$ cat src/hw/rtl/sprite_blit_engine_defines.svh
// assertion macros shared by the sprite blit engine rtl
`ifndef SPRITE_BLIT_ENGINE_DEFINES_SVH
`define SPRITE_BLIT_ENGINE_DEFINES_SVH

// same-cycle implication on clk, off while arst_n is low
`define SBE_ASSERT_NOW(label, ante, cons, msg) \
	label: assert property (@(posedge clk) disable iff (!arst_n) (ante) |-> (cons)) \
		else $error(msg);

// next-cycle implication on clk, off while arst_n is low
`define SBE_ASSERT_NEXT(label, ante, cons, msg) \
	label: assert property (@(posedge clk) disable iff (!arst_n) (ante) |=> (cons)) \
		else $error(msg);

`endif

$ cat src/hw/rtl/sbe_pkg.sv
// sprite blit engine package: sizes, register and mode codes, config struct
`timescale 1ns / 1ps

package sbe_pkg;

	localparam int FRAME_WIDTH    = 320;
	localparam int FRAME_HEIGHT   = 240;
	localparam int MAX_SPRITE_DIM = 256;
	localparam int MAX_SCALE      = 8;

	localparam int PIX_W   = 16;
	localparam int ADDR_W  = 17;
	localparam int DEST_W  = 16;
	localparam int DIMR_W  = 9;
	localparam int SCALER_W = 4;
	localparam int MODE_W  = 3;
	localparam int IDX_W   = 3;
	localparam int CFG_W   = 16;

	localparam int OUT_TDATA_W = ((ADDR_W + PIX_W + 7) / 8) * 8;
	localparam int OUT_PAD_W   = OUT_TDATA_W - ADDR_W - PIX_W;

	localparam int CNT_W   = (MAX_SPRITE_DIM > 1) ? $clog2(MAX_SPRITE_DIM) : 1;
	localparam int DIM_W   = $clog2(MAX_SPRITE_DIM + 1);
	localparam int SCALE_W = $clog2(MAX_SCALE + 1);
	localparam int OFF_W   = $clog2(MAX_SPRITE_DIM * MAX_SCALE) + 1;
	localparam int COORD_W = ((OFF_W > DEST_W) ? OFF_W : DEST_W) + 2;
	localparam int FBX_W   = (FRAME_WIDTH > 1) ? $clog2(FRAME_WIDTH) : 1;
	localparam int FBY_W   = (FRAME_HEIGHT > 1) ? $clog2(FRAME_HEIGHT) : 1;

	localparam logic [IDX_W-1:0] REG_SPRITE_WIDTH  = 3'd0;
	localparam logic [IDX_W-1:0] REG_SPRITE_HEIGHT = 3'd1;
	localparam logic [IDX_W-1:0] REG_DEST_X        = 3'd2;
	localparam logic [IDX_W-1:0] REG_DEST_Y        = 3'd3;
	localparam logic [IDX_W-1:0] REG_KEY_COLOR     = 3'd4;
	localparam logic [IDX_W-1:0] REG_MODE          = 3'd5;
	localparam logic [IDX_W-1:0] REG_SCALE         = 3'd6;

	localparam logic [MODE_W-1:0] MODE_COPY   = 3'd0;
	localparam logic [MODE_W-1:0] MODE_KEYED  = 3'd1;
	localparam logic [MODE_W-1:0] MODE_ROT90  = 3'd2;
	localparam logic [MODE_W-1:0] MODE_ROT180 = 3'd3;
	localparam logic [MODE_W-1:0] MODE_ROT270 = 3'd4;
	localparam logic [MODE_W-1:0] MODE_SCALED = 3'd5;

	localparam logic [DIMR_W-1:0]   RST_DIM   = 9'd8;
	localparam logic [PIX_W-1:0]    RST_KEY   = 16'hF81F;
	localparam logic [SCALER_W-1:0] RST_SCALE = 4'd1;

	typedef struct packed {
		logic [DIM_W-1:0]          width;
		logic [DIM_W-1:0]          height;
		logic signed [DEST_W-1:0]  dest_x;
		logic signed [DEST_W-1:0]  dest_y;
		logic [PIX_W-1:0]          key_color;
		logic [MODE_W-1:0]         mode;
		logic [SCALE_W-1:0]        scale;
	} sbe_cfg_t;

endpackage

$ cat src/hw/rtl/sprite_blit_engine.sv
// sprite blit engine top level: pixel counters, placement sequencer, write walker
`timescale 1ns / 1ps
`include "sprite_blit_engine_defines.svh"

// Takes one sprite pixel per beat and emits its framebuffer writes one beat
// at a time. The input is ready only while the sequencer is idle. A pixel that
// is dropped by the color key leaves the sequencer idle; a pixel clipped away
// completely returns to idle from state EX (off in x) or EY (off in y). The
// setup states BX, BY, EX and EY run one shared signed adder over the placement:
// origin plus offset in x and y, then the far corner in x and y for the clip;
// state MUL then does one multiply for the first row address. Writes then walk
// the clipped block one per cycle while the output is ready, so in scaled mode
// a pixel has up to scale squared (64) writes. The last write of a pixel is
// flagged with tlast.
module sprite_blit_engine (
	input  logic                            clk,
	input  logic                            arst_n,
	input  logic                            s_axis_tvalid,
	output logic                            s_axis_tready,
	// [15:0] pixel_color
	input  logic [sbe_pkg::PIX_W-1:0]       s_axis_tdata,
	output logic                            m_axis_tvalid,
	input  logic                            m_axis_tready,
	// [16:0] write_address, [32:17] write_color, rest zero
	output logic [sbe_pkg::OUT_TDATA_W-1:0] m_axis_tdata,
	// run_last
	output logic                            m_axis_tlast,
	input  logic                            cfg_we,
	input  logic [sbe_pkg::IDX_W-1:0]       cfg_index,
	input  logic [sbe_pkg::CFG_W-1:0]       cfg_wdata
);
	import sbe_pkg::*;

	typedef enum logic [6:0] {
		S_IDLE = 7'b0000001,
		S_BX   = 7'b0000010,
		S_BY   = 7'b0000100,
		S_EX   = 7'b0001000,
		S_EY   = 7'b0010000,
		S_MUL  = 7'b0100000,
		S_EMIT = 7'b1000000
	} state_t;

	localparam logic signed [COORD_W-1:0] FBX_MAX = COORD_W'(FRAME_WIDTH - 1);
	localparam logic signed [COORD_W-1:0] FBY_MAX = COORD_W'(FRAME_HEIGHT - 1);

	sbe_cfg_t cfg;

	sbe_cfg_regs u_cfg (
		.clk       (clk),
		.arst_n    (arst_n),
		.cfg_we    (cfg_we),
		.cfg_index (cfg_index),
		.cfg_wdata (cfg_wdata),
		.cfg       (cfg)
	);

	state_t                     state_q;
	logic [CNT_W-1:0]           col_q;
	logic [CNT_W-1:0]           row_q;
	logic [PIX_W-1:0]           color_q;
	logic signed [OFF_W-1:0]    offx_q;
	logic signed [OFF_W-1:0]    offy_q;
	logic [SCALE_W-1:0]         s_q;
	logic signed [COORD_W-1:0]  bx_q;
	logic signed [COORD_W-1:0]  by_q;
	logic [FBX_W-1:0]           x0_q;
	logic [FBX_W-1:0]           x1_q;
	logic [FBY_W-1:0]           y0_q;
	logic [FBY_W-1:0]           y1_q;
	logic [FBX_W-1:0]           cx_q;
	logic [FBY_W-1:0]           cy_q;
	logic [ADDR_W-1:0]          addr_q;
	logic [ADDR_W-1:0]          row_addr_q;

	logic                       in_fire;
	logic                       out_fire;
	logic                       keep;
	logic                       at_last;
	logic                       row_end;
	logic signed [OFF_W-1:0]    offx_w;
	logic signed [OFF_W-1:0]    offy_w;
	logic [SCALE_W-1:0]         s_w;
	logic [DIM_W-1:0]           col_inc;
	logic [DIM_W-1:0]           row_inc;
	logic signed [COORD_W-1:0]  alu_a;
	logic signed [COORD_W-1:0]  alu_b;
	logic signed [COORD_W-1:0]  alu_sum;
	logic [ADDR_W-1:0]          mul_addr;

	assign s_axis_tready = (state_q == S_IDLE);
	assign in_fire       = s_axis_tvalid && s_axis_tready;
	assign m_axis_tvalid = (state_q == S_EMIT);
	assign out_fire      = m_axis_tvalid && m_axis_tready;
	assign keep          = (cfg.mode == MODE_COPY) || (s_axis_tdata != cfg.key_color);
	assign row_end       = (cx_q == x1_q);
	assign at_last       = row_end && (cy_q == y1_q);
	assign m_axis_tlast  = at_last;
	assign m_axis_tdata  = {{OUT_PAD_W{1'b0}}, color_q, addr_q};

	assign col_inc = DIM_W'(col_q) + DIM_W'(1);
	assign row_inc = DIM_W'(row_q) + DIM_W'(1);

	// position of the pixel inside the sprite box for the current mode
	always_comb begin
		s_w    = SCALE_W'(1);
		offx_w = OFF_W'(col_q);
		offy_w = OFF_W'(row_q);
		case (cfg.mode)
			MODE_ROT90: begin
				offx_w = OFF_W'(cfg.height) - OFF_W'(1) - OFF_W'(row_q);
				offy_w = OFF_W'(col_q);
			end
			MODE_ROT180: begin
				offx_w = OFF_W'(cfg.width) - OFF_W'(1) - OFF_W'(col_q);
				offy_w = OFF_W'(cfg.height) - OFF_W'(1) - OFF_W'(row_q);
			end
			MODE_ROT270: begin
				offx_w = OFF_W'(row_q);
				offy_w = OFF_W'(cfg.width) - OFF_W'(1) - OFF_W'(col_q);
			end
			MODE_SCALED: begin
				s_w    = cfg.scale;
				offx_w = OFF_W'(col_q) * OFF_W'(cfg.scale);
				offy_w = OFF_W'(row_q) * OFF_W'(cfg.scale);
			end
			default: ;
		endcase
	end

	// shared signed adder
	always_comb begin
		case (state_q)
			S_BX: begin
				alu_a = COORD_W'($signed(cfg.dest_x));
				alu_b = COORD_W'(offx_q);
			end
			S_BY: begin
				alu_a = COORD_W'($signed(cfg.dest_y));
				alu_b = COORD_W'(offy_q);
			end
			S_EX: begin
				alu_a = bx_q;
				alu_b = COORD_W'(s_q) - COORD_W'(1);
			end
			S_EY: begin
				alu_a = by_q;
				alu_b = COORD_W'(s_q) - COORD_W'(1);
			end
			default: begin
				alu_a = '0;
				alu_b = '0;
			end
		endcase
		alu_sum = alu_a + alu_b;
	end

	assign mul_addr = ADDR_W'(32'(y0_q) * FRAME_WIDTH + 32'(x0_q));

	always_ff @(posedge clk or negedge arst_n) begin
		if (!arst_n) begin
			state_q <= S_IDLE;
			col_q   <= '0;
			row_q   <= '0;
		end else begin
			case (state_q)
				S_IDLE: begin
					if (in_fire) begin
						state_q <= keep ? S_BX : S_IDLE;
						if (col_inc >= cfg.width) begin
							col_q <= '0;
							if (row_inc >= cfg.height) begin
								row_q <= '0;
							end else begin
								row_q <= row_inc[CNT_W-1:0];
							end
						end else begin
							col_q <= col_inc[CNT_W-1:0];
						end
					end
				end
				S_BX: state_q <= S_BY;
				S_BY: state_q <= S_EX;
				S_EX: begin
					if (bx_q > FBX_MAX || alu_sum < 0) begin
						state_q <= S_IDLE;
					end else begin
						state_q <= S_EY;
					end
				end
				S_EY: begin
					if (by_q > FBY_MAX || alu_sum < 0) begin
						state_q <= S_IDLE;
					end else begin
						state_q <= S_MUL;
					end
				end
				S_MUL: state_q <= S_EMIT;
				S_EMIT: begin
					if (out_fire && at_last) begin
						state_q <= S_IDLE;
					end
				end
				default: state_q <= S_IDLE;
			endcase
		end
	end

	always_ff @(posedge clk) begin
		case (state_q)
			S_IDLE: begin
				if (in_fire) begin
					color_q <= s_axis_tdata;
					offx_q  <= offx_w;
					offy_q  <= offy_w;
					s_q     <= s_w;
				end
			end
			S_BX: bx_q <= alu_sum;
			S_BY: by_q <= alu_sum;
			S_EX: begin
				x0_q <= (bx_q < 0) ? '0 : bx_q[FBX_W-1:0];
				x1_q <= (alu_sum > FBX_MAX) ? FBX_W'(FRAME_WIDTH - 1) : alu_sum[FBX_W-1:0];
			end
			S_EY: begin
				y0_q <= (by_q < 0) ? '0 : by_q[FBY_W-1:0];
				y1_q <= (alu_sum > FBY_MAX) ? FBY_W'(FRAME_HEIGHT - 1) : alu_sum[FBY_W-1:0];
			end
			S_MUL: begin
				addr_q     <= mul_addr;
				row_addr_q <= mul_addr;
				cx_q       <= x0_q;
				cy_q       <= y0_q;
			end
			S_EMIT: begin
				if (out_fire && !at_last) begin
					if (row_end) begin
						cx_q       <= x0_q;
						cy_q       <= cy_q + FBY_W'(1);
						addr_q     <= row_addr_q + ADDR_W'(FRAME_WIDTH);
						row_addr_q <= row_addr_q + ADDR_W'(FRAME_WIDTH);
					end else begin
						cx_q   <= cx_q + FBX_W'(1);
						addr_q <= addr_q + ADDR_W'(1);
					end
				end
			end
			default: ;
		endcase
	end

	`SBE_ASSERT_NOW(a_one_pixel_at_a_time, s_axis_tready, !m_axis_tvalid, "input ready while a write is pending")
	`SBE_ASSERT_NEXT(a_last_returns_idle, m_axis_tvalid && m_axis_tready && m_axis_tlast, s_axis_tready, "not idle after last write")
	`SBE_ASSERT_NEXT(a_keyed_pixel_dropped, s_axis_tvalid && s_axis_tready && !keep, s_axis_tready, "keyed pixel started a placement")
	`SBE_ASSERT_NOW(a_walk_in_box, state_q == S_EMIT, cx_q >= x0_q && cx_q <= x1_q && cy_q >= y0_q && cy_q <= y1_q, "write position left the clipped block")

endmodule

$ cat src/hw/rtl/sbe_cfg_regs.sv
// configuration register file with dimension and scale clamping
`timescale 1ns / 1ps

module sbe_cfg_regs (
	input  logic                      clk,
	input  logic                      arst_n,
	input  logic                      cfg_we,
	input  logic [sbe_pkg::IDX_W-1:0] cfg_index,
	input  logic [sbe_pkg::CFG_W-1:0] cfg_wdata,
	output sbe_pkg::sbe_cfg_t         cfg
);
	import sbe_pkg::*;

	logic [DIMR_W-1:0]   width_q;
	logic [DIMR_W-1:0]   height_q;
	logic [DEST_W-1:0]   dest_x_q;
	logic [DEST_W-1:0]   dest_y_q;
	logic [PIX_W-1:0]    key_q;
	logic [MODE_W-1:0]   mode_q;
	logic [SCALER_W-1:0] scale_q;

	function automatic logic [DIM_W-1:0] clamp_dim(input logic [DIMR_W-1:0] v);
		logic [DIM_W-1:0] r;
		if (v == '0) begin
			r = DIM_W'(1);
		end else if (int'(v) > MAX_SPRITE_DIM) begin
			r = DIM_W'(MAX_SPRITE_DIM);
		end else begin
			r = DIM_W'(v);
		end
		return r;
	endfunction

	always_ff @(posedge clk or negedge arst_n) begin
		if (!arst_n) begin
			width_q  <= RST_DIM;
			height_q <= RST_DIM;
			dest_x_q <= '0;
			dest_y_q <= '0;
			key_q    <= RST_KEY;
			mode_q   <= MODE_COPY;
			scale_q  <= RST_SCALE;
		end else if (cfg_we) begin
			case (cfg_index)
				REG_SPRITE_WIDTH:  width_q  <= cfg_wdata[DIMR_W-1:0];
				REG_SPRITE_HEIGHT: height_q <= cfg_wdata[DIMR_W-1:0];
				REG_DEST_X:        dest_x_q <= cfg_wdata[DEST_W-1:0];
				REG_DEST_Y:        dest_y_q <= cfg_wdata[DEST_W-1:0];
				REG_KEY_COLOR:     key_q    <= cfg_wdata[PIX_W-1:0];
				REG_MODE:          mode_q   <= cfg_wdata[MODE_W-1:0];
				REG_SCALE:         scale_q  <= cfg_wdata[SCALER_W-1:0];
				default: ;
			endcase
		end
	end

	always_comb begin
		cfg.width     = clamp_dim(width_q);
		cfg.height    = clamp_dim(height_q);
		cfg.dest_x    = $signed(dest_x_q);
		cfg.dest_y    = $signed(dest_y_q);
		cfg.key_color = key_q;
		cfg.mode      = mode_q;
		if (scale_q == '0) begin
			cfg.scale = SCALE_W'(1);
		end else if (int'(scale_q) > MAX_SCALE) begin
			cfg.scale = SCALE_W'(MAX_SCALE);
		end else begin
			cfg.scale = SCALE_W'(scale_q);
		end
	end

endmodule
$ cat config.mk
export PLATFORM = sky130hd
export DESIGN_NAME = sprite_blit_engine
export DESIGN_NICKNAME = d
export VERILOG_FILES = /design/src/hw/rtl/sbe_pkg.sv /design/src/hw/rtl/sprite_blit_engine.sv /design/src/hw/rtl/sbe_cfg_regs.sv
export VERILOG_INCLUDE_DIRS = /design/src /design/src/hw/rtl
export SDC_FILE = /design/constraint.sdc
export NUM_CORES = 1
export LEC_CHECK = 0
export BUFFER_PORTS_ARGS = -buffer_cell sky130_fd_sc_hd__clkbuf_2
export CORE_AREA = 2 2 179 181
export CTS_CLUSTER_SIZE = 14
export DETAILED_ROUTE_END_ITERATION = 8
export DIE_AREA = 0 0 181 183
export MAX_ROUTING_LAYER = met4
export PLACE_DENSITY = 0.75
export REMOVE_ABC_BUFFERS = 1
export SYNTH_ARGS = -nofsm -noshare
export SYNTH_HDL_FRONTEND = slang
export SYNTH_SLANG_ARGS = --single-unit
$ cat constraint.sdc
create_clock -name clk -period 4.19 [get_ports clk]
set_input_delay 1.0475 -clock clk [delete_from_list [all_inputs] [get_ports clk]]
set_output_delay 1.0475 -clock clk [all_outputs]
set_load 0.005 [all_outputs]
==> results of run 1 <==
## sequential cells by signal, summed over array words and instances (netlist names), 7 cells and up
signal and count:
u_cfg.height_q 9, offy_q 12, u_cfg.width_q 9, color_q 16, state_q 7, x1_q 9, col_q 8, x0_q 9
cy_q 8, row_addr_q 17, y1_q 8, u_cfg.key_q 16, bx_q 18, y0_q 8, cx_q 9, offx_q 12
u_cfg.dest_x_q 16, by_q 18, addr_q 17, u_cfg.dest_y_q 16, row_q 8
## worst max-delay path: cells and delay by family, from the launching register on
family	cells	cell delay, ps
DFF	1	430
and+or+nand+nor	7	1730
AOI/OAI and AO/OA	5	1060
buffers and inverters	1	60
adders and majority gates	2	580
## per-layer routing
layer	vias up	track usage [%]
met3	89	3.24
met4	0	7.84
met1	6345	36.9
met5	-	-
met2	467	44.8
li1	6175	-
## kinds of logic after synthesis
| kind of cell | share of synthesized area (%) |
|---|---|
| AND/OR/NAND/NOR | 15.1 |
| AO/OA/AOI/OAI | 13.6 |
| buffers and inverters | 3.84 |
| other | 0.0221 |
| adder cells (fa/ha/maj) | 11.2 |
| XOR/XNOR | 6.77 |
| flip-flops | 43.5 |
| multiplexers | 5.93 |
## what timing repair did
action                     CTS  global route
buffers inserted             0            10
gates cloned                 0             0
gates resized for setup      1            50
pin swaps                    0            19
setup endpoints to repair    2            34
## worst paths after layout
kind                                                from                             to  slack (ps)  cells past startpoint
setup reg to reg                  state_q[5]$_DFFE_PN0P_          x1_q[3]$_SDFFCE_PN1N_          50                     15
max in group asynchronous                         arst_n  u_cfg.dest_x_q[4]$_DFFE_PN0P_        2800                      2
hold reg to reg            u_cfg.dest_x_q[7]$_DFFE_PN0P_  u_cfg.dest_x_q[7]$_DFFE_PN0P_         530                      1
min in group asynchronous                         arst_n   u_cfg.scale_q[3]$_DFFE_PN0P_         580                      1
hold / removal             u_cfg.dest_x_q[7]$_DFFE_PN0P_  u_cfg.dest_x_q[7]$_DFFE_PN0P_         530                      1
setup / recovery                  state_q[5]$_DFFE_PN0P_          x1_q[3]$_SDFFCE_PN1N_          50                     15
## layout make-up
cell class	count	area share (%)
inverters	98	1.91
clock buffers	37	3.98
well taps	402	2.62
clock inverters	16	1.05
flip-flops and latches	261	38.4
repair buffers	138	4.53
multi-input cells	1236	47.5
## layout by cell type (no fill, tap or decap), types with 11 or more instances in the layout
| cell type | synthesis | final |
|---|---|---|
| sky130_fd_sc_hd__inv_1 | 96 | 94 |
| sky130_fd_sc_hd__o22ai_1 | 13 | 12 |
| sky130_fd_sc_hd__mux2i_1 | 16 | 16 |
| sky130_fd_sc_hd__edfxtp_1 | 165 | 165 |
| sky130_fd_sc_hd__nor2_1 | 88 | 86 |
| sky130_fd_sc_hd__ha_1 | 105 | 102 |
| sky130_fd_sc_hd__fa_1 | 29 | 27 |
| sky130_fd_sc_hd__and2_1 | 26 | 26 |
| sky130_fd_sc_hd__dfstp_2 | 14 | 14 |
| sky130_fd_sc_hd__a22oi_1 | 37 | 37 |
| sky130_fd_sc_hd__nor3_1 | 50 | 47 |
| sky130_fd_sc_hd__dfrtp_1 | 82 | 81 |
| sky130_fd_sc_hd__nor2b_1 | 42 | 40 |
| sky130_fd_sc_hd__nand2b_1 | 16 | 15 |
| sky130_fd_sc_hd__nand4_1 | 11 | 11 |
| sky130_fd_sc_hd__o21ai_0 | 89 | 83 |
| sky130_fd_sc_hd__clkbuf_2 | 0 | 74 |
| sky130_fd_sc_hd__mux2_2 | 75 | 75 |
| sky130_fd_sc_hd__nand2_1 | 169 | 169 |
| sky130_fd_sc_hd__xnor2_1 | 72 | 72 |
| sky130_fd_sc_hd__buf_4 | 7 | 61 |
| sky130_fd_sc_hd__a21o_1 | 31 | 31 |
| sky130_fd_sc_hd__o21a_1 | 11 | 11 |
| sky130_fd_sc_hd__nand3_1 | 34 | 34 |
| sky130_fd_sc_hd__clkbuf_16 | 0 | 29 |
| sky130_fd_sc_hd__a21oi_1 | 79 | 74 |
| sky130_fd_sc_hd__xor2_1 | 59 | 59 |
| sky130_fd_sc_hd__and3_1 | 27 | 22 |
## through the flow
step	instance area [um2]	setup TNS (ps)	utilization [%]	setup slack, ps
floorplan	16700	-45470	-	-1060
global placement	18000	0	57.6	88.9
detailed placement	18000	-67.7	57.6	-35.9
CTS	19000	0	60.7	3.40
global route	19200	-845	61.5	-85.5
finish	19200	0	61.5	47.4
## power by group
part | internal (mW) | switching, mW | total (mW)
sequential | 3.38 | 0.364 | 3.75
combinational | 1.74 | 2.55 | 4.30
clock | 1.55 | 1.05 | 2.60
==> qor.yml, run 1 <==
floorplan:
  floorplan.die.width_um: 181
  core_region_area_um2: 31200
  initial_utilization_pct: 54.3
  core.rowCount: 65
  ioPinCount: 83
  die_h_um: 183
  die_area_um2: 33100
global_route:
  grt_remaining_overflow: 0
  grt_pass1_wl_um: 70300
  maximum_number_of_pins_on_one_net_before_global_route_repair: 61
  antenna_found_initial: 0
  first_global_vias: 13126
  gr-usage-all-layers_pct: 27.6
synth:
  synth_cells: 1657
  proportion_of_synthesized_chip_area_in_sequential_cells_pct: 43.5
  number_of_enable_flip_flop_cells_after_synthesis: 165
  netlist_area_um2: 16900
  synth_area_leaders: "sky130_fd_sc_hd__edfxtp_1, sky130_fd_sc_hd__dfrtp_1, sky130_fd_sc_hd__ha_1, sky130_fd_sc_hd__mux2_2, sky130_fd_sc_hd__nand2_1"
  yosys.area.top_type: "sky130_fd_sc_hd__edfxtp_1"
  ys_types: 76
  ys_ff_latch: 261
  yosys_warnings: 0
  async_s_r_ff_share_synth_pct: 36.8
  syn_area_per_cell_um2: 10.2
  post_synth_most_frequent_cells: "sky130_fd_sc_hd__nand2_1, sky130_fd_sc_hd__edfxtp_1, sky130_fd_sc_hd__ha_1"
  synthMostInstantiatedCell: "sky130_fd_sc_hd__nand2_1"
  dominant_register_cell_in_the_synthesized_netlist: "sky130_fd_sc_hd__edfxtp_1"
  synthDominantCellAreaShare_pct: 29.2
timing:
  final_min_period_over_clock_period_pct: 98.9
  finalSetupViolations: 0
  timing.max_slew.rel_slack_pct: 34.9
  hold_viol_final: 0
  timing.final.max_slew_violations: 0
  holdWs_ps: 527
  finalCriticalPeriod_ps: 4140
  maxClockFrequency_ghz: 0.241
  final.setup_skew_ps: 17.1
  worstMarginPinSlew_ps: 974
routing:
  wire_per_inst_um: 20.1
  vias_per_cell: 5.98
  met1Wirelength_um: 19100
  highest-signal-layer: "met4"
  drt-pass1-iter-count: 5
  wirelength_um: 44000
  detailedRoute.firstIterationViolations: 1041
  antenna_left: 0
  via_total_after_detailed_routing: 13076
  post-route-drc-count: 0
  met2RoutedLength_um: 20800
  met3_wl_post_dr_um: 2860
setup_path:
  timing.critical_path.required_ps: 4460
  cpPeakStageDelay_ps: 430
  criticalPathCategory: "flop to flop"
  crit_path_frequent_cell: "sky130_fd_sc_hd__and3_4"
  path_max_fanout: 7
  arrival_ps: 4410
  slowest_cell_on_the_critical_path: "sky130_fd_sc_hd__dfrtp_2"
  path_cells: "nor3_4 -> and3_4 -> nor2_4 -> o21ai_0 -> ha_2 -> inv_1 -> fa_2 -> nand2b_4 -> a21o_1 -> a211oi_2 -> and3b_2 -> a311o_1 -> nor4b_4 -> and3_4 -> o21ai_1"
  setup.worst_path.start_class: "flop"
  cp-end-kind: "flop"
placed_design:
  place.gp.congestion: 1.00
  placed_cells_incl_taps: 2125
  dp_hpwl_um: 33200
  place.port_buffers: 75
clock_network:
  clock_sink_count: 261
  holdBufCountCts: 0
  ctsRootBufferMaster: "sky130_fd_sc_hd__clkbuf_16"
  number_of_buffers_on_the_longest_clock_path: 3
  clkTransAtPathRegs_ps: 60
  cts_made_buffers: 29
  cts_tree: "yes"
  cts-htree-levels: 1
  worst_skew_pair.late_latency_ps: 550
final_layout:
  finalNonFillerCells: 2188
  syn2layout_area_growth_pct: 13.4
  multiInputGateArea_um2: 9130
  regArea_um2: 7380
  layout.filler_cells: 2597
  final_net_count: 1938
  antennaDiodeCount: 0
  drive_above_1_share_pct: 18.3
pwr:
  vdd_drop_max_mv: 0.348
  static-leakage-power_nw: 8.06
  power_mw: 10.6
  power_density_nw_per_um2: 554
flow_run:
  timing.max_cap.violations: 0
outcome:
  status: "finished, final reports clean"
worst_hold_path:
  timing.hold.worst.class: "flop to flop"
Power figures use the tool's default switching activity.
==> inputs of run 2 (changes only) <==
Clock period 4.19 ns to 3.6 ns, I/O delays scaled along.
==> qor.yml, run 2 (same netlist as run 1, synthesis figures left out) <==
setup_path:
  worst-path-buf-inv: 3  # +2
  worst-r2r-cell-count: 14  # -1
  cp-end-kind: "flop"
  cpPeakStageDelay_ps: 550  # +120 ps
  crit_path_frequent_cell: "sky130_fd_sc_hd__buf_4"
  endpoint_of_the_lowest_slack_register_to_register_path: "x1_q[2]$_SDFFCE_PN1N_"
  path_cells: "nor3_4 -> and3_4 -> buf_4 -> buf_4 -> a221o_1 -> ha_1 -> buf_4 -> o211ai_2 -> a211oi_2 -> and3b_2 -> a311o_1 -> nor4b_4 -> and3_4 -> o21ai_1"
  timing.reg2reg.setup_slack_ps: -300  # -340 ps
  timing.critical_path.required_ps: 3910  # -550 ps
  criticalPathCategory: "flop to flop"
  arrival_ps: 4200  # -210 ps
  path_max_fanout: 7  # unchanged
  setup.worst_path.start_class: "flop"
  slowest_cell_on_the_critical_path: "sky130_fd_sc_hd__dfstp_2"
  critPathTopFamily: "simple AND/OR/NAND/NOR gates"
  critical_path.reg2reg.startpoint: "state_q[0]$_DFFE_PN1P_"
placed_design:
  dp_hpwl_um: 35600  # +7.2%
  placed_area_um2: 19100  # +6.3%
  place.gp.congestion: 1.02  # +1.4%
  dp_worst_setup_slack_ps: -457  # -421 ps
  place.port_buffers: 75  # unchanged
clock_network:
  ctsRootBufferMaster: "sky130_fd_sc_hd__clkbuf_16"
  clkTransAtPathRegs_ps: 70  # about the same
  worst_skew_pair.late_latency_ps: 570  # +20 ps
  cts-htree-levels: 1  # unchanged
  holdBufCountCts: 0  # unchanged
  clock_sink_count: 261  # unchanged
  number_of_buffers_on_the_longest_clock_path: 3  # unchanged
  cts_tree: "yes"
  cts_made_buffers: 28  # -3.4%
pwr:
  power_density_nw_per_um2: 644  # +16%
  static-leakage-power_nw: 9.20  # +14%
  share_clk_of_total_power_pct: 21.0  # -3.4 points
  switching_share_of_power_pct: 37.2  # -0.12 points
  pwr-share-seq_pct: 31.1  # -4.1 points
  vdd_drop_max_mv: 0.500  # +43%
  p_switching_mw: 5.15  # +30%
  internal_power_mw: 8.71  # +31%
  combPwrFrac_pct: 47.9  # +7.5 points
final_layout:
  layout_top_registers: "bx_q: 18 flops, by_q: 18 flops"
  mostFrequentLayoutCells: "sky130_fd_sc_hd__buf_4, sky130_fd_sc_hd__edfxtp_1, sky130_fd_sc_hd__nand2_1, sky130_fd_sc_hd__inv_1, sky130_fd_sc_hd__ha_1"
  most_common_cell_after_layout_fill_and_taps_aside: "sky130_fd_sc_hd__buf_4"
  syn2layout_area_growth_pct: 27.0
  drive_above_1_share_pct: 32.2  # +14 points
  antennaDiodeCount: 0  # unchanged
  post-route-cell-area_um2: 21500  # +12%
  final_net_count: 2131  # +10%
routing:
  detailedRoute.firstIterationViolations: 1291  # +24%
  wire_per_inst_um: 20.3  # +0.77%
  antenna_left: 0  # unchanged
  via_total_after_detailed_routing: 14131  # +8.1%
  post-route-drc-count: 0  # unchanged
  vias_per_cell: 5.93  # -0.69%
  wirelength_um: 48300  # +9.7%
  drt-pass1-iter-count: 5  # unchanged
flow_run:
  timing.max_cap.violations: 0  # unchanged
floorplan:
  core_region_area_um2: 31200  # unchanged
  die_h_um: 183  # unchanged
  initial_utilization_pct: 54.3  # unchanged
  core.rowCount: 65  # unchanged
  ioPinCount: 83  # unchanged
  floorplan.die.width_um: 181  # unchanged
  die_area_um2: 33100  # unchanged
global_route:
  grt_remaining_overflow: 0  # unchanged
  gr-usage-all-layers_pct: 29.4  # +1.8 points
  antenna_found_initial: 0  # unchanged
  maximum_number_of_pins_on_one_net_before_global_route_repair: 54  # -11%
  first_global_vias: 14187  # +8.1%
  grt_pass1_wl_um: 74900  # +6.5%
timing:
  finalSetupViolations: 34  # +34
  timing.max_slew.rel_slack_pct: 33.3  # -1.6 points
  final_min_period_over_clock_period_pct: 108  # +9.3 points
  fin_ws_ps: -295  # -342 ps
  rsz_0062_raised_after_global_routing: "yes"
  maxClockFrequency_ghz: 0.257  # +6.4%
  finalCriticalPeriod_ps: 3900  # -248 ps
  timing.final.max_slew_violations: 0  # unchanged
  final.setup_skew_ps: 18.0  # +0.929 ps
  worstMarginPinSlew_ps: 1000  # +27.0 ps
  hold_viol_final: 0  # unchanged
outcome:
  violations: "negative setup slack"
  status: "finished, violations left"
worst_hold_path:
  timing.hold.worst.class: "input pin to asynchronous set/reset pin"
## run 2: metrics by stage
stage	hold slack [ps]	utilization (%)	TNS, ps	total power, mW	instances
after floorplan	479	-	-100580	7.50	1595
after global placement	489	61.3	-6180	9.50	2272
after detailed placement	504	61.3	-10780	9.70	2272
after CTS	387	66.4	-4350	13.1	2355
after global routing	413	68.9	-11650	14.6	2381
final	360	68.9	-5760	13.9	2381
## run 2: how the worst max path moves through the flow
stage / startpoint / end / slack (ps) / cells after the start
after CTS: state_q[5]$_DFFE_PN0P_ / x1_q[4]$_SDFFCE_PN1N_ / -230 / 16
after detailed placement: u_cfg.width_q[3]$_DFFE_PN1P_ / offy_q[8]$_DFFE_PP_ / -460 / 14
after global placement: state_q[5]$_DFFE_PN0P_ / y1_q[4]$_SDFFCE_PN0N_ / -360 / 14
after floorplan: state_q[1]$_DFFE_PN0P_ / cy_q[0]$_DFFE_PP_ / -1650 / 6
final: state_q[0]$_DFFE_PN1P_ / x1_q[2]$_SDFFCE_PN1N_ / -300 / 14
after global routing: state_q[5]$_DFFE_PN0P_ / x1_q[4]$_SDFFCE_PN1N_ / -460 / 16
## run 2: per-layer routing
metal / routed length, um / GRT usage, % / up-vias
met4: 1560 / 8.62 / 0
li1: - / - / 6572
met5: 0 / - / -
met2: 23500 / 49.7 / 580
met3: 3450 / 4.09 / 109
met1: 19800 / 37.3 / 6870
## run 2: worst register-to-register path: stages, from the launching register on
cell,delay [ps]
sky130_fd_sc_hd__dfstp_2,550
sky130_fd_sc_hd__nor3_4,70
sky130_fd_sc_hd__and3_4,170
sky130_fd_sc_hd__buf_4,150
sky130_fd_sc_hd__buf_4,150
sky130_fd_sc_hd__a221o_1,410
sky130_fd_sc_hd__ha_1,360
sky130_fd_sc_hd__buf_4,140
sky130_fd_sc_hd__o211ai_2,140
sky130_fd_sc_hd__a211oi_2,210
sky130_fd_sc_hd__and3b_2,240
sky130_fd_sc_hd__a311o_1,310
sky130_fd_sc_hd__nor4b_4,370
sky130_fd_sc_hd__and3_4,310
sky130_fd_sc_hd__o21ai_1,70
## run 2: area by class of cell
type	instances	area [um2]
Multi-Input combinational cell	1236	9860
Fill cell	2261	9710
Sequential cell	261	7370
Timing Repair Buffer	332	2470
Clock buffer	39	815
Tap cell	402	503
Inverter	98	370
Clock inverter	13	120
## run 2: power groups by stage
stage	Sequential, mW	Clock (mW)	Combinational [mW]
5_1_grt	4.35	3.06	7.14
3_5_place_dp	4.33	0	5.37
3_3_place_gp	4.31	0	5.19
2_1_floorplan	4.30	0	3.19
4_1_cts	4.29	2.93	5.84
6_report	4.31	2.91	6.64
## run 2: repair_timing
action	CTS	global route
pin swaps	62	63
setup endpoints to repair	38	56
cloned	0	1
hold endpoints to repair	0	0
setup buffers	33	28
resized for setup	103	127
